### src/rtl/avr_pkg.sv
// avr_pkg: widths, command codes and the degree sine table for axis_vector_rotate
// no dependencies; imported by every module of the block
`default_nettype none

package avr_pkg;

  localparam int FRAC_BITS = 16;
  localparam int TRIG_BITS = 16;
  localparam int TAB_BITS  = 24;
  localparam int VEC_W     = 32;
  localparam int CMD_W     = 3;
  localparam int ANG_W     = 9;
  localparam int MAG_W     = 32;
  localparam int SH_W      = 5;
  localparam int RAD_W     = 2 * MAG_W;
  localparam int SQ_REM_W  = RAD_W + 2;
  localparam int ROOT_W    = MAG_W;
  localparam int NUM_W     = MAG_W + FRAC_BITS + 1;
  localparam int DIV_REM_W = NUM_W + 1;
  localparam int QUO_W     = FRAC_BITS + 1;
  localparam int N_W       = FRAC_BITS + 2;
  localparam int TRIG_W    = TRIG_BITS + 2;
  localparam int PROD_W    = N_W + TRIG_W;
  localparam int ACC_W     = PROD_W + 1;
  localparam int ROT_STAGES = 2;

  localparam logic [ANG_W-1:0] STEP_RESET = ANG_W'(10);
  localparam logic [ANG_W-1:0] FULL_TURN  = ANG_W'(360);
  localparam logic [ANG_W-1:0] HALF_TURN  = ANG_W'(180);
  localparam logic [ANG_W-1:0] QTR_TURN   = ANG_W'(90);
  localparam logic [ANG_W-1:0] TQ_TURN    = ANG_W'(270);
  localparam longint unsigned PI_Q30 = 64'd3373259426;
  localparam int TAB_N = 91;

  // command bits [2:1] name the axis, bit 0 the direction
  typedef enum logic [1:0] {
    AXIS_Z    = 2'd0,
    AXIS_Y    = 2'd1,
    AXIS_X    = 2'd2,
    AXIS_NONE = 2'd3
  } axis_e;

  typedef logic [TAB_BITS:0] qsin_tab_t [TAB_N];

  // quarter sine in q24, 8-term taylor series in q30
  function automatic qsin_tab_t gen_qsin();
    qsin_tab_t t;
    logic [63:0] x, x2, term, sum;
    for (int d = 0; d < TAB_N; d++) begin
      if (d == 0) begin
        t[d] = '0;
      end else if (d == TAB_N - 1) begin
        t[d] = (TAB_BITS + 1)'(1) << TAB_BITS;
      end else begin
        x = (64'(d) * PI_Q30 + 64'd90) / 64'd180;
        x2 = (x * x) >> 30;
        term = x;
        sum = x;
        for (int k = 1; k <= 7; k++) begin
          term = ((term * x2) >> 30) / 64'((2 * k) * (2 * k + 1));
          if ((k % 2) == 1) sum = sum - term;
          else sum = sum + term;
        end
        t[d] = (TAB_BITS + 1)'((sum + 64'd32) >> 6);
      end
    end
    return t;
  endfunction

  localparam qsin_tab_t QSIN = gen_qsin();
  localparam logic [31:0] TRIG_HALF = 32'((64'd1 << (TAB_BITS - TRIG_BITS)) >> 1);

  // full-circle sine of a whole-degree angle 0..359, rounded to q(TRIG_BITS)
  function automatic logic signed [TRIG_W-1:0] trig_val(input logic [ANG_W-1:0] a);
    logic [ANG_W-1:0] idx;
    logic neg;
    logic [31:0] r;
    neg = 1'b0;
    if (a <= QTR_TURN) begin
      idx = a;
    end else if (a <= HALF_TURN) begin
      idx = HALF_TURN - a;
    end else if (a <= TQ_TURN) begin
      idx = a - HALF_TURN;
      neg = 1'b1;
    end else begin
      idx = FULL_TURN - a;
      neg = 1'b1;
    end
    r = (32'(QSIN[7'(idx)]) + TRIG_HALF) >> (TAB_BITS - TRIG_BITS);
    return neg ? -TRIG_W'(r) : TRIG_W'(r);
  endfunction

endpackage

`default_nettype wire

### src/rtl/avr_rotate.sv
// avr_rotate: two-stage planar rotation of a component pair, products then sums
// depends on avr_pkg
`default_nettype none

module avr_rotate import avr_pkg::*; (
  input  logic                     clk_i,
  input  logic                     en_i,
  input  logic signed [N_W-1:0]    a_i,
  input  logic signed [N_W-1:0]    b_i,
  input  logic signed [N_W-1:0]    k_i,
  input  logic signed [TRIG_W-1:0] cos_i,
  input  logic signed [TRIG_W-1:0] sin_i,
  output logic signed [ACC_W-1:0]  a_o,
  output logic signed [ACC_W-1:0]  b_o,
  output logic signed [ACC_W-1:0]  k_o
);

  logic signed [PROD_W-1:0] ac_q, bs_q, as_q, bc_q;
  logic signed [N_W-1:0]    k_q;
  logic signed [ACC_W-1:0]  a_q, b_q, kk_q;

  always_ff @(posedge clk_i) begin
    if (en_i) begin
      ac_q <= a_i * cos_i;
      bs_q <= b_i * sin_i;
      as_q <= a_i * sin_i;
      bc_q <= b_i * cos_i;
      k_q  <= k_i;
    end
  end

  // a' = a cos - b sin, b' = a sin + b cos
  always_ff @(posedge clk_i) begin
    if (en_i) begin
      a_q  <= ACC_W'(ac_q) - ACC_W'(bs_q);
      b_q  <= ACC_W'(as_q) + ACC_W'(bc_q);
      kk_q <= ACC_W'(k_q) <<< TRIG_BITS;
    end
  end

  assign a_o = a_q;
  assign b_o = b_q;
  assign k_o = kk_q;

endmodule

`default_nettype wire

### config.mk
export PLATFORM = sky130hd
export DESIGN_NAME = avr_rotate
export DESIGN_NICKNAME = d
export VERILOG_FILES = /design/src/rtl/avr_pkg.sv /design/src/rtl/avr_rotate.sv
export SDC_FILE = /design/constraint.sdc
export NUM_CORES = 2
export LEC_CHECK = 0
export BUFFER_PORTS_ARGS = -buffer_cell sky130_fd_sc_hd__buf_2
export CORE_MARGIN = 1
export CORE_UTILIZATION = 60
export DETAILED_ROUTE_END_ITERATION = 8
export GPL_ROUTABILITY_DRIVEN = 1
export PLACE_DENSITY = 0.77
export REMOVE_ABC_BUFFERS = 1
export SYNTH_ARGS = -nofsm -noshare
export SYNTH_HDL_FRONTEND = slang
export SYNTH_SLANG_ARGS = --single-unit
### constraint.sdc
create_clock -name clk_i -period 7.85 [get_ports clk_i]
set_input_delay 1.1775 -clock clk_i [delete_from_list [all_inputs] [get_ports clk_i]]
set_output_delay 1.1775 -clock clk_i [all_outputs]
set_load 0.02 [all_outputs]
=== Word level (Yosys, flattened, before mapping) ===
Index checks and enable logic that the tools add are counted.

* Register bits after elaboration: 254
* Bits in latches: 0
* RAM bits: 0
* ROM bits: 0
* Input port bits: 92
* Output and inout port bits: 111
* Word-level logic and storage cells: 14
* Memories kept: 0

* Add/sub/neg operators: 2
* Multiply operators: 4
* Divide/modulo/power cells: 0
* Magnitude comparators: 0
* Equal/unequal tests: 0
* Shifts and indexed selects: 0
* Multiplexer cells: 0
* Bitwise gates (word level): 0
* Reduce and logical (&&, ||, !) cells: 0

{| class="wikitable"
|+ Operators with widths
! kind !! count
|-
| $mul A18 B18 Y36 || 4
|-
| $add A36 B36 Y37 || 1
|-
| $sub A36 B36 Y37 || 1
|}

=== Longest topological paths before layout ===
* Depth in word-level cells: 1
* Gate-level depth with buffers: 27

=== Worst setup path after synthesis ===
OpenSTA, ideal clock, no wires.

* Path type: input port to flip-flop
* Start point: in a_i[10]
* End point: reg ac_q[34], data pin
* Setup time: 0.265 ns
* Arrival: 6.947 ns
* Required time: 7.585 ns
* Setup slack: 0.637 ns
* Stages on the path: 23
* Path buffers: 2
* Cell sequence: clkbuf_1 clkbuf_1 nand2_1 fa_1 inv_1 fa_1 fa_1 fa_1 fa_1 inv_1 fa_1 inv_1 ha_1 a211o_1 a21oi_1 nand4_1 a21oi_1 nor3_1 a311oi_1 o21ai_0 a211oi_1 o21ai_0 xor2_1

* Word-level cells in the longest chain between the ends: 1

{| class="wikitable"
|+ Ends and longest elaborated chain
! item !! RTL line !! text
|-
| from (decl) || avr_rotate.sv:8 || <nowiki>input logic signed [N_W-1:0] a_i,</nowiki>
|-
| $mul A18 B18 Y36 || avr_rotate.sv:24 || <nowiki>ac_q <= a_i * cos_i;</nowiki>
|-
| to (signal assigned) || avr_rotate.sv:24 ||
|-
| to (decl) || avr_rotate.sv:18 || <nowiki>logic signed [PROD_W-1:0] ac_q, bs_q, as_q, bc_q;</nowiki>
|}

Every way passes these cells.
A chain may end at the register's enable or synchronous reset.

=== Worst setup path after layout ===
* Start point: in b_i[8]
* End point: reg bs_q[34], data pin

* Word-level cells in the longest chain between the ends: 1

{| class="wikitable"
|+ Ends and longest elaborated chain
! item !! RTL line !! text
|-
| from (decl) || avr_rotate.sv:9 || <nowiki>input logic signed [N_W-1:0] b_i,</nowiki>
|-
| $mul A18 B18 Y36 || avr_rotate.sv:25 || <nowiki>bs_q <= b_i * sin_i;</nowiki>
|-
| to (signal assigned) || avr_rotate.sv:25 ||
|-
| to (decl) || avr_rotate.sv:18 ||
|}

Every way passes these cells.

==> reports/results.ini <==
[status]
status=finished, final reports clean

[clocking]
cts_setup_buffers=0
cts-resized-gates=0
clockBufferDepth=3
cts-htree-levels=2
clkSlewWorstSetupHoldPaths_ns=0.06
cts_tree=done
root_buffer=clkbuf_16
insertion_delay_ns=0.58
cts_buffers=34
cts_sinks=254
cts-hold-fix-buffers=0

[grt]
antenna_found_initial=12
grt_pass1_wl_um=237000
grt.overflow.total=0
grt_use_total_pct=30.5
grt_start_max_net_pins=146
grt_pass1_vias=45500

[placement]
io_buffers=186
gp_congestion=0.931
hpwl_um=119000

[sta]
max_slew_margin_pct=35.9
hold_viol=0
clock-skew-final_ns=0.0253
setup_tns_ns=0
slew_viol_final=0
max_freq_mhz=136
period_share_pct=93.6
layout_min_cycle_time_ns=7.35
finalSetupViolCount=0
tightest_slew_ns=0.946
rsz0062_at_grt=false

[layout]
drive_gt1_share_pct=7.39
area_delta_synth_final_pct=7.55
fin_nets=8203

[yosys]
synth_top_cell_by_area=fa_1
synth_edf_count=254
syn_area_per_cell_um2=9.66
yosysMostFrequentCell=inv_1
ys_seq_area_share_pct=12.8
netlist_area_um2=59700
synth_warnings=0
ys_types=68
async_flop_share_pct=0
yosysTopAreaCellShare_pct=44.2
synth_ff_type=edfxtp_1
ys_ff_latch=254
synthCells=6179
yosys-top-cells-count=1531 x inv_1, 1318 x fa_1, 662 x nand2_1, 657 x and2_1, 444 x ha_1
synth.top_cells.by_area=fa_1 44%, edfxtp_1 13%, inv_1 9.6%

[floorplanning]
fp-row-count=115
io_pins=203
core_region_area_um2=98400
die_w_um=317
start_util_pct=60.6
die_area_um2=101000
dieHeight_um=317

[route]
drt-initial-drc-count=3256
wl_um=145000
via_per_inst=5.47
first_pass_iters=6
antenna_left=0
wl_per_cell_um=18.9
dr_total_vias=42000
drcViolationCount=0

[setup_path]
criticalPathCategory=input port to flop
crit_path_end_kind=flop
cp.required_ns=8.18
cp_max_fo=18
start_kind=input port
worstPathArrival_ns=7.68

[hold_path]
hold_class=flop to flop

[job]
max-cap-violations=0

[cells in the final DEF, fill, tap and decap left out, drive strengths merged, types with 7 or more instances in the layout]
master  count
inv      1534
fa       1318
nand2     662
and2      657
ha        444
buf       408
edfxtp    254
xnor2     160
nor2      150
a21oi     143
a21o       92
o21ai      74
xor2       53
nand2b     41
clkbuf     39
nand3      36
nor3       30
nor2b      28
o21a       22
and3       21
o21bai     20
a31oi      20
a211oi     18
nand4      17
conb       16
clkinv     16
o31ai      10
o211ai     10
or3         8
diode       7
[sequential cells by signal (all words and copies together) (netlist names)]
signal / cells
bs_q: 36
k_o: 18
as_q: 36
k_q: 18
ac_q: 36
a_o: 37
b_o: 37
bc_q: 36
[worst max-delay path, cell delays in order]
cell	delay (ns)
buf_2	0.42
buf_4	0.32
nand2_1	0.10
fa_1	0.50
fa_1	0.59
fa_1	0.45
fa_1	0.54
inv_1	0.05
fa_1	0.49
inv_1	0.05
fa_1	0.47
inv_1	0.04
ha_1	0.36
nand4_1	0.14
o211ai_1	0.30
a21oi_1	0.13
o21ai_0	0.62
a211oi_1	0.28
o31ai_1	0.35
a21oi_1	0.13
xnor2_1	0.13
[metal layers]
layer | global-route usage (%) | share of wire (%) | vias to the layer above
met1 | 40.1 | 39 | 21300
met5 | 0 | 0.057 | -
met2 | 49.3 | 47 | 1695
met3 | 6.23 | 8.9 | 335
met4 | 13.4 | 5.1 | 14
li1 | - | - | 18600
[worst paths after layout]
kind / to / startpoint / slack, ns / cells past startpoint
setup / recovery: bs_q[34] / b_i[8] / 0.50 / 21
hold / removal: k_o[17] / k_q[1] / 0.42 / 0
setup reg to reg: b_o[36] / as_q[0] / 3.78 / 13
hold reg to reg: k_o[17] / k_q[1] / 0.42 / 0
[logic make-up (layout without fill, tap and decap cells)]
group	after synthesis	after routing	share of synthesized area, %
buffers and inverters	1821	2000	11.6
adder cells (fa/ha/maj)	1762	1762	53.5
AO/OA/AOI/OAI	462	462	5.00
XOR/XNOR	213	213	3.13
other	1	23	0.00628
AND/OR/NAND/NOR	1665	1665	13.9
flip-flops	254	254	12.8
multiplexers	1	1	0.0168
[per-stage QoR]
step / instances / util, % / hold slack (ns) / area (um^2) / setup slack (ns)
4_1_cts: 7660 / 65.2 / 0.417 / 64200 / 0.606
5_1_grt: 7661 / 65.2 / 0.431 / 64200 / 0.136
2_1_floorplan: 5905 / - / 0.400 / 58600 / 0.821
3_5_place_dp: 7600 / 64.1 / 0.405 / 63000 / 0.0627
3_3_place_gp: 7600 / 64.1 / 0.401 / 63000 / 0.185
6_report: 7667 / 65.2 / 0.417 / 64200 / 0.499
[layout make-up]
| cell class | instances | area (um^2) |
|---|---|---|
| clock inverters | 21 | 221 |
| flip-flops and latches | 254 | 7630 |
| multi-input cells | 4119 | 45200 |
| inverters | 1532 | 5750 |
| fillers | 7868 | 34200 |
| clock buffers | 39 | 891 |
| well taps | 1287 | 1610 |
| diodes | 7 | 17.5 |
| repair buffers | 408 | 2880 |
Power is left out: the tool's default activity adds up to more than one toggle a clock period on the data nets, which glitch-free logic cannot reach.
