===== src/rtl/avr_pkg.sv =====
// avr_pkg: widths, command codes and the degree sine table for axis_vector_rotate
// no dependencies; imported by every module of the block
`default_nettype none

package avr_pkg;

  localparam int FRAC_BITS = 16;
  localparam int TRIG_BITS = 16;
  localparam int TAB_BITS  = 24;
  localparam int VEC_W     = 32;
  localparam int CMD_W     = 3;
  localparam int ANG_W     = 9;
  localparam int MAG_W     = 32;
  localparam int SH_W      = 5;
  localparam int RAD_W     = 2 * MAG_W;
  localparam int SQ_REM_W  = RAD_W + 2;
  localparam int ROOT_W    = MAG_W;
  localparam int NUM_W     = MAG_W + FRAC_BITS + 1;
  localparam int DIV_REM_W = NUM_W + 1;
  localparam int QUO_W     = FRAC_BITS + 1;
  localparam int N_W       = FRAC_BITS + 2;
  localparam int TRIG_W    = TRIG_BITS + 2;
  localparam int PROD_W    = N_W + TRIG_W;
  localparam int ACC_W     = PROD_W + 1;
  localparam int ROT_STAGES = 2;

  localparam logic [ANG_W-1:0] STEP_RESET = ANG_W'(10);
  localparam logic [ANG_W-1:0] FULL_TURN  = ANG_W'(360);
  localparam logic [ANG_W-1:0] HALF_TURN  = ANG_W'(180);
  localparam logic [ANG_W-1:0] QTR_TURN   = ANG_W'(90);
  localparam logic [ANG_W-1:0] TQ_TURN    = ANG_W'(270);
  localparam longint unsigned PI_Q30 = 64'd3373259426;
  localparam int TAB_N = 91;

  // command bits [2:1] name the axis, bit 0 the direction
  typedef enum logic [1:0] {
    AXIS_Z    = 2'd0,
    AXIS_Y    = 2'd1,
    AXIS_X    = 2'd2,
    AXIS_NONE = 2'd3
  } axis_e;

  typedef logic [TAB_BITS:0] qsin_tab_t [TAB_N];

  // quarter sine in q24, 8-term taylor series in q30
  function automatic qsin_tab_t gen_qsin();
    qsin_tab_t t;
    logic [63:0] x, x2, term, sum;
    for (int d = 0; d < TAB_N; d++) begin
      if (d == 0) begin
        t[d] = '0;
      end else if (d == TAB_N - 1) begin
        t[d] = (TAB_BITS + 1)'(1) << TAB_BITS;
      end else begin
        x = (64'(d) * PI_Q30 + 64'd90) / 64'd180;
        x2 = (x * x) >> 30;
        term = x;
        sum = x;
        for (int k = 1; k <= 7; k++) begin
          term = ((term * x2) >> 30) / 64'((2 * k) * (2 * k + 1));
          if ((k % 2) == 1) sum = sum - term;
          else sum = sum + term;
        end
        t[d] = (TAB_BITS + 1)'((sum + 64'd32) >> 6);
      end
    end
    return t;
  endfunction

  localparam qsin_tab_t QSIN = gen_qsin();
  localparam logic [31:0] TRIG_HALF = 32'((64'd1 << (TAB_BITS - TRIG_BITS)) >> 1);

  // full-circle sine of a whole-degree angle 0..359, rounded to q(TRIG_BITS)
  function automatic logic signed [TRIG_W-1:0] trig_val(input logic [ANG_W-1:0] a);
    logic [ANG_W-1:0] idx;
    logic neg;
    logic [31:0] r;
    neg = 1'b0;
    if (a <= QTR_TURN) begin
      idx = a;
    end else if (a <= HALF_TURN) begin
      idx = HALF_TURN - a;
    end else if (a <= TQ_TURN) begin
      idx = a - HALF_TURN;
      neg = 1'b1;
    end else begin
      idx = FULL_TURN - a;
      neg = 1'b1;
    end
    r = (32'(QSIN[7'(idx)]) + TRIG_HALF) >> (TAB_BITS - TRIG_BITS);
    return neg ? -TRIG_W'(r) : TRIG_W'(r);
  endfunction

endpackage

`default_nettype wire


===== src/rtl/avr_isqrt.sv =====
// avr_isqrt: pipelined floor square root, one result bit per register stage
// depends on avr_pkg
`default_nettype none

module avr_isqrt import avr_pkg::*; (
  input  logic              clk_i,
  input  logic              en_i,
  input  logic [RAD_W-1:0]  rad_i,
  output logic [ROOT_W-1:0] root_o
);

  logic [SQ_REM_W-1:0] rem_q  [ROOT_W];
  logic [ROOT_W-1:0]   root_q [ROOT_W];

  for (genvar k = 0; k < ROOT_W; k++) begin : g_stage
    localparam int B = ROOT_W - 1 - k;
    logic [SQ_REM_W-1:0] rem_in, trial;
    logic [ROOT_W-1:0]   root_in;

    if (k == 0) begin : g_first
      assign rem_in  = SQ_REM_W'(rad_i);
      assign root_in = '0;
    end else begin : g_next
      assign rem_in  = rem_q[k-1];
      assign root_in = root_q[k-1];
    end

    // (r + 2^b)^2 - r^2
    assign trial = (SQ_REM_W'(root_in) << (B + 1)) + (SQ_REM_W'(1) << (2 * B));

    always_ff @(posedge clk_i) begin
      if (en_i) begin
        if (rem_in >= trial) begin
          rem_q[k]  <= rem_in - trial;
          root_q[k] <= root_in | (ROOT_W'(1) << B);
        end else begin
          rem_q[k]  <= rem_in;
          root_q[k] <= root_in;
        end
      end
    end
  end

  assign root_o = root_q[ROOT_W-1];

endmodule

`default_nettype wire


===== config.mk =====
export PLATFORM = sky130hd
export DESIGN_NAME = avr_isqrt
export DESIGN_NICKNAME = d
export VERILOG_FILES = /design/src/rtl/avr_pkg.sv /design/src/rtl/avr_isqrt.sv
export SDC_FILE = /design/constraint.sdc
export NUM_CORES = 2
export LEC_CHECK = 0
export CAP_MARGIN = 20
export CORE_UTILIZATION = 40
export DETAILED_ROUTE_END_ITERATION = 16
export DONT_BUFFER_PORTS = 1
export PLACE_DENSITY_LB_ADDON = 0.05
export SLEW_MARGIN = 0
export SYNTH_ARGS = -nofsm -noshare
export SYNTH_HDL_FRONTEND = slang
export SYNTH_SLANG_ARGS = --single-unit
export TNS_END_PERCENT = 20

===== constraint.sdc =====
create_clock -name clk_i -period 5.42 [get_ports clk_i]
set_input_delay 1.084 -clock clk_i [delete_from_list [all_inputs] [get_ports clk_i]]
set_output_delay 1.084 -clock clk_i [all_outputs]
set_load 0.02 [all_outputs]

* Yosys cells after proc, flatten, opt, wreduce, memory -nomap -nowiden
Memory sizes are Yosys's and may differ from the RTL's.
Cells that the tools add are included.
** Word-level totals
- Register bits after elaboration :: 0
- RAM bits :: 3136
- Bits of input ports :: 66
- Output and inout bits :: 32
- Logic and storage cells :: 417
- Memories kept :: 2
** Operators by class
- Add/sub/neg operators :: 63
- Magnitude comparators :: 32
- Mux-type cells :: 256
- Bitwise operators :: 64
** Memory list
- rem_q :: depth 32, bits a word 66, rd ports 31, clocked after Yosys merged registers in 0, write ports 32, line avr_isqrt.sv:12 : logic [SQ_REM_W-1:0] rem_q [ROOT_W];
- root_q :: depth 32, bits a word 32, rd ports 32, clocked after Yosys merged registers in 0, write ports 32, line avr_isqrt.sv:13 : logic [ROOT_W-1:0] root_q [ROOT_W];
** Operators by type and width (count)
- 2-to-1 mux 66 bit :: 32
- 2-to-1 mux 32 bit :: 32
- 2-to-1 mux 1 bit :: 192
- >= comparator 66 x 34 -> 1 bit :: 1
- >= comparator 66 x 35 -> 1 bit :: 1
- >= comparator 66 x 36 -> 1 bit :: 1
- >= comparator 66 x 37 -> 1 bit :: 1
- >= comparator 66 x 38 -> 1 bit :: 1
- >= comparator 66 x 39 -> 1 bit :: 1
- >= comparator 66 x 40 -> 1 bit :: 1
- >= comparator 66 x 41 -> 1 bit :: 1
- >= comparator 66 x 42 -> 1 bit :: 1
- >= comparator 66 x 43 -> 1 bit :: 1
- >= comparator 66 x 44 -> 1 bit :: 1
- >= comparator 66 x 45 -> 1 bit :: 1
- >= comparator 66 x 46 -> 1 bit :: 1
- >= comparator 66 x 47 -> 1 bit :: 1
- >= comparator 66 x 48 -> 1 bit :: 1
- >= comparator 66 x 49 -> 1 bit :: 1
- >= comparator 66 x 50 -> 1 bit :: 1
- >= comparator 66 x 51 -> 1 bit :: 1
- >= comparator 66 x 52 -> 1 bit :: 1
- >= comparator 66 x 53 -> 1 bit :: 1
- >= comparator 66 x 54 -> 1 bit :: 1
- other kinds (75) :: 138

* Logic depth before layout (Yosys ltp)
An unclocked memory read counts as a cell.
- Word-level depth :: 7
- Depth in mapped cells :: 15
- Mapped depth without buffers :: 13

* Least setup slack after synthesis
OpenSTA, ideal clock, no wires.
- Path kind :: input -> register
- From :: in en_i
- To :: mem rem_q[1][792] in the netlist's numbering (enable)
- Setup time :: 0.487 ns
- Arrival time :: 4.522 ns
- Required time :: 4.933 ns
- Slack :: 0.410 ns
- Stages :: 4
- Path buffers :: 4
- Cell sequence :: clkbuf_1 clkbuf_1 clkbuf_1 clkbuf_1
** RTL lines
- start, declared :: line avr_isqrt.sv:7 : input logic en_i,
- end, declared :: line avr_isqrt.sv:12

==> out/metrics.yaml <==
slew_headroom: 0.135
remaining_drc_errors: 6
pwr_density_cell_nw_per_um2: 422
final_layout_size_suffix_gt1_frac: 0.0859
crit_fanout: 161
p_leak_nw: 52.5
fin_setup_tns_ns: 0
vdd_drop_max_mv: 0.262
violations: "design-rule violations"
core_area_sq_um: 309000
dieArea_sq_um: 313000
status: "complete, but fails checks"
synth.area.top_cells: "edfxtp_1 (62%), ha_1 (5.6%), xor2_1 (3.5%), xnor2_1 (3.0%), nand2_1 (2.4%)"
fin_util: 0.459
drv_cap: 0
viasPerCell: 5.50
hp-class: "in2reg"
cp-end-kind: "flop"
cp_data_required_time_ns: 6.04
cts.sinks: 2573
syn_to_final_growth_pct: 14.0
worst_slew_pin_slew_ns: 1.30
numCtsBuffers: 300
syn_inst: 10000
place_inst: 14200
synthArstFlopShare: 0
skew_ns: 0.0657
synth_edf_count: 2573
synthFlopType: "edfxtp_1"
cts-root-buf: "clkbuf_16"
place_ws_ns: -4.56
portBuffers: 0
ys_seq_area_frac: 0.621
post_cts_resized: 0
antenna_found_initial: 17
hold_violations: 0
netlist.area_leader.share: 0.621
synth_nets: 10700
rsz0062_at_grt: "false"
finalWeightedCongestion: 0.928
fin_nets: 11100
vias: 81400
layout_min_cycle_time_ns: 5.32
worst_skew_pair.late_latency_ns: 0.91
maxSlewViolCount: 0
grt_pass1_vias: 78600
grt_max_degree: 234
cp-startpoint: "en_i"
routed_wl_mm: 360
grt_pass1_wl_mm: 530
cts_tree: "done"
die_w_um: 560
row_count: 204
worstHoldStart: "rad_i[57]"
yosys_warnings: 0
clk_pin_slew_ns: 0.06
path_class: "in2reg"
start_kind: "input pin"
drt-initial-drc-count: 8120
fmax_ghz: 0.188
cts_max_level: 5
drtAntennaViolNets: 0
final_cells: 14800
hpwl_mm: 271
gr-total-overflow: 0
ctsLongestPathBuffers: 4
die_h_um: 560
grt_util_all_layers: 0.225
r2r-start: "root_q[1][401]"
drt-pass1-iter-count: 12
io_pins: 98
start_util: 0.403
worst_slack_ns: 0.0987
synth_top_area_cell: "edfxtp_1"
ys_types: 105
syn_avg_cell_area_sq_um: 12.4
synth_seq_cells: 2573
cp.arrival_ns: 5.95
wire_per_inst_um: 24.3
syn_area_sq_um: 124000
setup-violations-final: 0
hold_buffers: 0
period_share: 0.982
==> state kept, by name, indices dropped and copies added (netlist names) <==
name / count
rem_q: 2045
root_q: 528
==> synthesized netlist by cell type (all sizes together) (32+ instances only) <==
master and number:
o31ai 53, xor2 503, nand2b 113, or3 139, and3 54, nor3 297
nor2 580, a21o 210, inv 690, a211oi 52, xnor2 428, nor4b 52
and2 32, a21oi 471, o211ai 34, nand4b 33, ha 558, o21a 105
or4 86, edfxtp 2573, nand2 805, nand4 163, nand3 172, or2 51
mux2 59, o21bai 49, o21ai 605, nand3b 32, nor4 393, nor2b 81
a31oi 45, clkbuf 188
==> timing repair <==
action | 4_1_cts | 5_1_grt
endpoints found under the hold margin | 0 | 0
gates cloned | 14 | 2
setup buffers | 0 | 0
endpoints found under the setup margin | 2323 | 87
==> cell type report <==
class                      count  area [sq um]
timing repair buffer         315          3250
inverter                     690          2590
multi-input combinational   6557         43900
sequential                  2573         77300
antenna                        5          12.5
clock inverter               179          1810
fill                       27800        167000
clock buffer                 362          7890
tap                         4120          5150
==> placed cells by master, fill, tap and decap left out, drive strengths merged, types with 299 or more instances in the layout <==
cell and count:
xor2 503, clkbuf 364, xnor2 428, nor2 580, buf 299, nor4 393
ha 558, a21oi 471, o21ai 605, inv 706, edfxtp 2573, nand2 805
==> metrics by stage <==
stage | area [sq um] | hold slack, ns | power (mW)
floorplan | 124000 | 0.417 | 35.0
global placement | 132000 | 0.427 | 39.9
detailed placement | 132000 | 0.430 | 39.9
CTS | 142000 | 0.171 | 60.3
global route | 142000 | 0.198 | 62.6
finish | 142000 | 0.249 | 59.9
==> critical path: stages <==
cell       delay (ns)
buf_16           0.23
buf_16           0.35
buf_16           0.35
buf_16           0.30
buf_16           0.28
buf_16           0.30
buf_16           0.28
nand2b_1         0.11
or4_1            0.46
or4_1            0.52
a2111oi_4        0.38
buf_4            0.26
mux2_2           0.34
==> worst paths after layout <==
path | end | slack, ns | cells after the start
hold reg to reg | rem_q[0][425] | 0.42 | 0
setup / recovery | rem_q[1][34] | 0.1 | 13
setup reg to reg | rem_q[1][911] | 0.92 | 11
hold / removal | rem_q[0][57] | 0.25 | 0
==> per-layer routing <==
metal	routed length, um	track usage	vias to the layer above
met4	9580	0.0605	2
met5	13	0	-
met1	176000	0.343	40200
li1	-	-	38500
met2	151000	0.331	2336
met3	22900	0.0358	447
==> where the power goes <==
group	total [mW]	switching [mW]	leakage, nW	internal (mW)
registers	27.5	2.42	24.8	25.1
clock network	20.1	8.34	4.68	11.7
logic	12.3	7.35	23.0	4.90
total	59.9	18.1	52.5	41.8
==> cell families (layout without fill, tap and decap cells) <==
group                      after synthesis  count (layout)  synth area share
DFF                                   2573            2573             0.621
adders and majority gates              558             558            0.0561
xor gates and xnor gates               931             931            0.0655
other                                    0               5                 0
AOI/OAI and AO/OA                     1830            1830            0.0912
and+or+nand+nor                       3164            3164             0.132
buffers and inverters                  907            1546            0.0276
muxes                                   74              74           0.00658
Power figures use the tool's default switching activity.
