--- src/rtl/avr_pkg.sv ---
// avr_pkg: widths, command codes and the degree sine table for axis_vector_rotate
// no dependencies; imported by every module of the block
`default_nettype none

package avr_pkg;

  localparam int FRAC_BITS = 16;
  localparam int TRIG_BITS = 16;
  localparam int TAB_BITS  = 24;
  localparam int VEC_W     = 32;
  localparam int CMD_W     = 3;
  localparam int ANG_W     = 9;
  localparam int MAG_W     = 32;
  localparam int SH_W      = 5;
  localparam int RAD_W     = 2 * MAG_W;
  localparam int SQ_REM_W  = RAD_W + 2;
  localparam int ROOT_W    = MAG_W;
  localparam int NUM_W     = MAG_W + FRAC_BITS + 1;
  localparam int DIV_REM_W = NUM_W + 1;
  localparam int QUO_W     = FRAC_BITS + 1;
  localparam int N_W       = FRAC_BITS + 2;
  localparam int TRIG_W    = TRIG_BITS + 2;
  localparam int PROD_W    = N_W + TRIG_W;
  localparam int ACC_W     = PROD_W + 1;
  localparam int ROT_STAGES = 2;

  localparam logic [ANG_W-1:0] STEP_RESET = ANG_W'(10);
  localparam logic [ANG_W-1:0] FULL_TURN  = ANG_W'(360);
  localparam logic [ANG_W-1:0] HALF_TURN  = ANG_W'(180);
  localparam logic [ANG_W-1:0] QTR_TURN   = ANG_W'(90);
  localparam logic [ANG_W-1:0] TQ_TURN    = ANG_W'(270);
  localparam longint unsigned PI_Q30 = 64'd3373259426;
  localparam int TAB_N = 91;

  // command bits [2:1] name the axis, bit 0 the direction
  typedef enum logic [1:0] {
    AXIS_Z    = 2'd0,
    AXIS_Y    = 2'd1,
    AXIS_X    = 2'd2,
    AXIS_NONE = 2'd3
  } axis_e;

  typedef logic [TAB_BITS:0] qsin_tab_t [TAB_N];

  // quarter sine in q24, 8-term taylor series in q30
  function automatic qsin_tab_t gen_qsin();
    qsin_tab_t t;
    logic [63:0] x, x2, term, sum;
    for (int d = 0; d < TAB_N; d++) begin
      if (d == 0) begin
        t[d] = '0;
      end else if (d == TAB_N - 1) begin
        t[d] = (TAB_BITS + 1)'(1) << TAB_BITS;
      end else begin
        x = (64'(d) * PI_Q30 + 64'd90) / 64'd180;
        x2 = (x * x) >> 30;
        term = x;
        sum = x;
        for (int k = 1; k <= 7; k++) begin
          term = ((term * x2) >> 30) / 64'((2 * k) * (2 * k + 1));
          if ((k % 2) == 1) sum = sum - term;
          else sum = sum + term;
        end
        t[d] = (TAB_BITS + 1)'((sum + 64'd32) >> 6);
      end
    end
    return t;
  endfunction

  localparam qsin_tab_t QSIN = gen_qsin();
  localparam logic [31:0] TRIG_HALF = 32'((64'd1 << (TAB_BITS - TRIG_BITS)) >> 1);

  // full-circle sine of a whole-degree angle 0..359, rounded to q(TRIG_BITS)
  function automatic logic signed [TRIG_W-1:0] trig_val(input logic [ANG_W-1:0] a);
    logic [ANG_W-1:0] idx;
    logic neg;
    logic [31:0] r;
    neg = 1'b0;
    if (a <= QTR_TURN) begin
      idx = a;
    end else if (a <= HALF_TURN) begin
      idx = HALF_TURN - a;
    end else if (a <= TQ_TURN) begin
      idx = a - HALF_TURN;
      neg = 1'b1;
    end else begin
      idx = FULL_TURN - a;
      neg = 1'b1;
    end
    r = (32'(QSIN[7'(idx)]) + TRIG_HALF) >> (TAB_BITS - TRIG_BITS);
    return neg ? -TRIG_W'(r) : TRIG_W'(r);
  endfunction

endpackage

`default_nettype wire

--- src/rtl/avr_div.sv ---
// avr_div: pipelined restoring divider, one quotient bit per register stage
// depends on avr_pkg
`default_nettype none

module avr_div import avr_pkg::*; (
  input  logic              clk_i,
  input  logic              en_i,
  input  logic [NUM_W-1:0]  num_i,
  input  logic [ROOT_W-1:0] den_i,
  output logic [QUO_W-1:0]  quo_o
);

  logic [DIV_REM_W-1:0] rem_q [QUO_W];
  logic [ROOT_W-1:0]    den_q [QUO_W];
  logic [QUO_W-1:0]     quo_q [QUO_W];

  for (genvar k = 0; k < QUO_W; k++) begin : g_stage
    localparam int B = QUO_W - 1 - k;
    logic [DIV_REM_W-1:0] rem_in, dsh;
    logic [ROOT_W-1:0]    den_in;
    logic [QUO_W-1:0]     quo_in;

    if (k == 0) begin : g_first
      assign rem_in = DIV_REM_W'(num_i);
      assign den_in = den_i;
      assign quo_in = '0;
    end else begin : g_next
      assign rem_in = rem_q[k-1];
      assign den_in = den_q[k-1];
      assign quo_in = quo_q[k-1];
    end

    assign dsh = DIV_REM_W'(den_in) << B;

    always_ff @(posedge clk_i) begin
      if (en_i) begin
        den_q[k] <= den_in;
        if (rem_in >= dsh) begin
          rem_q[k] <= rem_in - dsh;
          quo_q[k] <= quo_in | (QUO_W'(1) << B);
        end else begin
          rem_q[k] <= rem_in;
          quo_q[k] <= quo_in;
        end
      end
    end
  end

  assign quo_o = quo_q[QUO_W-1];

endmodule

`default_nettype wire

--- config.mk ---
export PLATFORM = sky130hd
export DESIGN_NAME = avr_div
export DESIGN_NICKNAME = d
export VERILOG_FILES = /design/src/rtl/avr_pkg.sv /design/src/rtl/avr_div.sv
export SDC_FILE = /design/constraint.sdc
export NUM_CORES = 2
export LEC_CHECK = 0
export BUFFER_PORTS_ARGS = -buffer_cell sky130_fd_sc_hd__buf_2
export CAP_MARGIN = 20
export CELL_PAD_IN_SITES_DETAIL_PLACEMENT = 0
export CELL_PAD_IN_SITES_GLOBAL_PLACEMENT = 1
export CORE_MARGIN = 2
export CORE_UTILIZATION = 47
export DETAILED_ROUTE_END_ITERATION = 7
export GPL_TIMING_DRIVEN = 0
export PLACE_DENSITY_LB_ADDON = 0.1
export SLEW_MARGIN = 5
export SYNTH_ARGS = -nofsm -noshare
export SYNTH_HDL_FRONTEND = slang
export SYNTH_SLANG_ARGS = --single-unit
--- constraint.sdc ---
create_clock -name clk_i -period 3.35 [get_ports clk_i]
set_clock_uncertainty 0.15 [all_clocks]
set_input_delay 0.335 -clock clk_i [delete_from_list [all_inputs] [get_ports clk_i]]
set_output_delay 0.335 -clock clk_i [all_outputs]
set_load 0.01 [all_outputs]
After elaboration in Yosys (flattened, before gate mapping) --
Memory sizes are Yosys's and may differ from the RTL's. Index checks and enable logic that the tools add are counted.
Operators by class: order comparisons 17, muxes and demuxes 138, $add $sub $neg 17, bitwise operators 34
Operators with widths (count):
- two-way mux 50 bit | 17
- two-way mux 17 bit | 17
- two-way mux 1 bit | 104
- >= comparator 50 x 32 -> 1 bit | 1
- >= comparator 50 x 33 -> 1 bit | 1
- >= comparator 50 x 34 -> 1 bit | 1
- >= comparator 50 x 35 -> 1 bit | 1
- >= comparator 50 x 36 -> 1 bit | 1
- >= comparator 50 x 37 -> 1 bit | 1
- >= comparator 50 x 38 -> 1 bit | 1
- >= comparator 50 x 39 -> 1 bit | 1
- >= comparator 50 x 40 -> 1 bit | 1
- >= comparator 50 x 41 -> 1 bit | 1
- >= comparator 50 x 42 -> 1 bit | 1
- >= comparator 50 x 43 -> 1 bit | 1
- >= comparator 50 x 44 -> 1 bit | 1
- >= comparator 50 x 45 -> 1 bit | 1
- >= comparator 50 x 46 -> 1 bit | 1
- >= comparator 50 x 47 -> 1 bit | 1
- subtractor 49 x 48 -> 50 bit | 1
- subtractor 50 x 32 -> 50 bit | 1
- subtractor 50 x 33 -> 50 bit | 1
- subtractor 50 x 34 -> 50 bit | 1
- subtractor 50 x 35 -> 50 bit | 1
- other kinds (14) | 47
Word-level totals: memories 3, register bits 0, bits in writable memories 1683, output and inout bits 17
Memory list:
- rem_q | depth 17, width 50, read ports 16, clocked after Yosys merged registers in 0, write ports 17, RTL line avr_div.sv:13 | logic [DIV_REM_W-1:0] rem_q [QUO_W];
- den_q | depth 17, width 32, read ports 16, clocked after Yosys merged registers in 0, write ports 17, RTL line avr_div.sv:14 | logic [ROOT_W-1:0] den_q [QUO_W];
- quo_q | depth 17, width 17, read ports 17, clocked after Yosys merged registers in 0, write ports 17, RTL line avr_div.sv:15 | logic [QUO_W-1:0] quo_q [QUO_W];

Longest topological paths before layout --
An unclocked memory read counts as a cell.
depth after elaboration 6, depth in mapped cells 16, mapped depth without buffers 14

Worst setup path after synthesis --
OpenSTA, ideal clock, no wires.
kind reg-to-reg, from memory rem_q[5][10] (netlist bit), to memory rem_q[6][48] (netlist bit), data pin, library setup time 0.260 ns, path slack -0.200 ns, period minus slack after synthesis 3.550 ns, cell stages (with the launch flop) 16, data arrival time 3.140 ns, buffers on the path 1, path through edfxtp_1 > inv_1 > ha_1 > inv_1 > fa_1 > a211oi_1 > o21ai_1 > a211oi_1 > o21ai_0 > a31oi_1 > o21ai_1 > a311oi_2 > buf_2 > nand4b_1 > nor2_1 > xor2_1
RTL lines (RTL line):
- start, declared | avr_div.sv:13

==> metrics.csv <==
metric,value,unit
insertion delay to the later sink of the worst-skew pair,0.85,ns
final weighted congestion of routability-driven global placement,0.9697,
WHS Path Cells,4,
pins over their slew limit,0,
Period minus WS final,3.811,ns
worst hold path type,primary input to flip-flop,
placed cell areas,88130,µm²
power per cell area,840.7,nW/µm²
Bufs on Longest Clock Path,3,
total standard cell area after synthesis,83990,µm²
CTS tree,done,
setup repair after global routing missed its margin,true,
clock buffer count from CTS,165,
critical path arrival,4.26,ns
share of flip-flops with an asynchronous set or reset after synthesis,0,%
clock input transition at the sequential cells of the worst setup and hold paths,0.06,ns
cell with the most instances after synthesis,edfxtp_1,
TritonRoute pass-1 iters,6,
final critical-path setup slack,-0.4606,ns
number of cell rows,155,
count of final hold-check violations,1,
initial antenna violation count,9,
"Max FO, Critical Path",6,
sequential area share after synthesis,52.38,%
final sum of negative setup slack,-75.93,ns
"EDFF count, synth",1465,
kind of capture point of the worst setup path,flip-flop,
top area cells in the synthesized netlist,"edfxtp_1 52%, ha_1 8.1%, o21ai_0 3.5%",
iteration-0 DRC count of the detailed router,3849,
number of H-tree levels,4,
total routing resource utilization after global routing,28.71,%
share of the core filled with cells in the final layout,60.75,%
net count after synthesis,8369,
number of global-route vias before repair,63908,
Via Count,63471,
port bufs,99,
DRC violation count after routing,0,
Leak,42.33,nW
Worst-Margin Slew,0.8622,ns
Peak Freq,262.4,MHz
"Distinct cells, synth",128,
final critical-path share of the clock period,113.8,%
FF-to-FF path depth,13,
post-detailed-route wirelength per cell,24.21,µm
DP HPWL,197700,µm
maximum number of pins on one net before global-route repair,98,
top cell type's share of synthesized area,52.38,%
die extent in x,426.7,µm
share of layout cells above drive strength 1,25.95,%
failing checks,"hold timing, setup timing",
dominant register cell in the synthesized netlist,edfxtp_1,
R2R Setup Slk,-0.46,ns
source of the worst hold timing path,num_i[19],
Final setup viols,465,
area delta synth->final,28.77,%
Mapped Avg Cell Area,10.87,µm²
Post-layout nets,9270,
vias per std cell,5.704,
run status,"complete, but fails checks",
CTS sink count,1465,
critical path launch point type,flip-flop,
post-route standard cell area excluding fillers,108200,µm²
ranking of synthesized cells by instance count,"1,465 x edfxtp_1, 695 x nand2_1, 687 x inv_1, 591 x o21ai_0, 568 x a21oi_1",
starting density of the core,47.18,%
tightest hold margin,-0.003587,ns
placeable core region,178000,µm²
die height,426.7,µm
number of filler cells placed in the layout,14305,
Relative slew margins,42.52,%
Synth Register Bits,1465,
Die Area,182100,µm²
"IR drop worst, VDD",537.8,µV
global route overflow,0,
largest area contributor in the synthesized netlist,edfxtp_1,
CTS root buf,clkbuf_16,
number of instances in the synthesized netlist,7726,
number of nets with antenna violations after detailed routing,0,
number of top-level pins,100,
Setup Slack @ Placement,-3.319,ns
endpoint of the worst-slack reg-to-reg timing path,rem_q[1][45],
end point of the most critical hold path,rem_q[0][19],
startpoint of the lowest-slack register-to-register path,rem_q[0][16],
Final Routed Wirelength,269400,µm
Syn. warnings,0,
worst setup path class,flip-flop to flip-flop,
global-route wire length before repair,391000,µm
Maximum Capacitance Violations,0,
required time at the endpoint of the critical path,3.80,ns
-- flip-flops by register name, indices dropped and copies added (netlist names) --
register  count
den_q       512
quo_q       153
rem_q       800
-- cell type report --
cell class	count	area (µm²)	area share [%]
Clock buffer	200	4282	3.959
Timing Repair Buffer	811	7956	7.356
Clock inverter	104	1142	1.056
Buffer	167	1675	1.549
Multi-Input combinational cell	5327	43520	40.23
Tap cell	2355	2947	2.724
Inverter	690	2628	2.429
Antenna cell	8	20.02	0.01851
Sequential cell	1465	43990	40.67
-- power by group --
| group | switching [mW] | leakage [nW] | internal [mW] | total (mW) |
|---|---|---|---|---|
| clock | 7.81 | 2.58 | 10.2 | 18.1 |
| sequential | 3.73 | 14.2 | 26.3 | 30.1 |
| combinational | 23.5 | 25.6 | 19.3 | 42.8 |
-- cell families after synthesis --
| family | Yosys count | share of synthesized area, % |
|---|---|---|
| buffers and inverters | 936 | 4.412 |
| AND/OR/NAND/NOR | 2037 | 11.83 |
| adder cells (fa/ha/maj) | 560 | 8.485 |
| AO/OA/AOI/OAI | 2031 | 15.23 |
| multiplexers | 107 | 1.519 |
| XOR/XNOR | 590 | 6.152 |
| flip-flops | 1465 | 52.38 |
-- per-layer routing --
metal	track usage, %	share of wire (%)	up-vias
li1	-	-	30217
met1	30.59	36	31028
met5	0	0.0048	-
met2	53.46	53	1595
met3	3.561	3.7	629
met4	17.95	7.4	2
-- placed cells by master (no fill, tap or decap), types with 153 or more instances in the layout --
master,Yosys,layout
edfxtp_1,1465,1465
inv_1,687,654
nand2_1,695,580
a21oi_1,568,489
buf_4,7,455
ha_1,544,393
o21ai_0,591,358
nor2_1,417,338
xnor2_1,313,302
a21o_1,296,295
xor2_1,277,263
clkbuf_16,0,196
o21ai_2,3,153
-- worst max-delay path by stage --
stage | from | cells after the start | slack [ns] | end
after floorplan | den_q[0][1] | 13 | -0.07 | rem_q[1][23]
after global placement | en_i | 10 | -11.67 | rem_q[10][26]
after detailed placement | en_i | 13 | -3.32 | rem_q[10][26]
after CTS | rem_q[0][16] | 13 | -0.49 | rem_q[1][45]
after global routing | den_q[0][10] | 14 | -0.50 | rem_q[1][45]
final | rem_q[0][16] | 13 | -0.46 | rem_q[1][45]
-- per-stage QoR --
step           power [mW]  instances
5_1_grt             95.93      11126
3_5_place_dp        62.55      10206
2_1_floorplan       52.75       7726
6_report            90.92      11127
3_3_place_gp        62.61      10180
4_1_cts             87.45      10955
-- worst max-delay path, cell delays in order (launching register included) --
cell and delay (ns):
edfxtp_1 0.41, ha_1 0.32, nor2b_4 0.14, o2111ai_4 0.24, a31oi_4 0.17, a221oi_4 0.42
o21ai_2 0.15, a211o_1 0.36, a21oi_4 0.20, o21ai_4 0.10, a31oi_4 0.20, buf_12 0.19
buf_16 0.16, mux2_4 0.30
-- what timing repair did --
item | CTS | global route
hold buffers | 86 | 4
hold endpoints to repair | 152 | 4
buffers inserted | 375 | 209
pin swaps | 368 | 301
resized for setup | 1416 | 709
cloned | 34 | 12
setup endpoints to repair | 1178 | 659
Power figures use the tool's default switching activity.
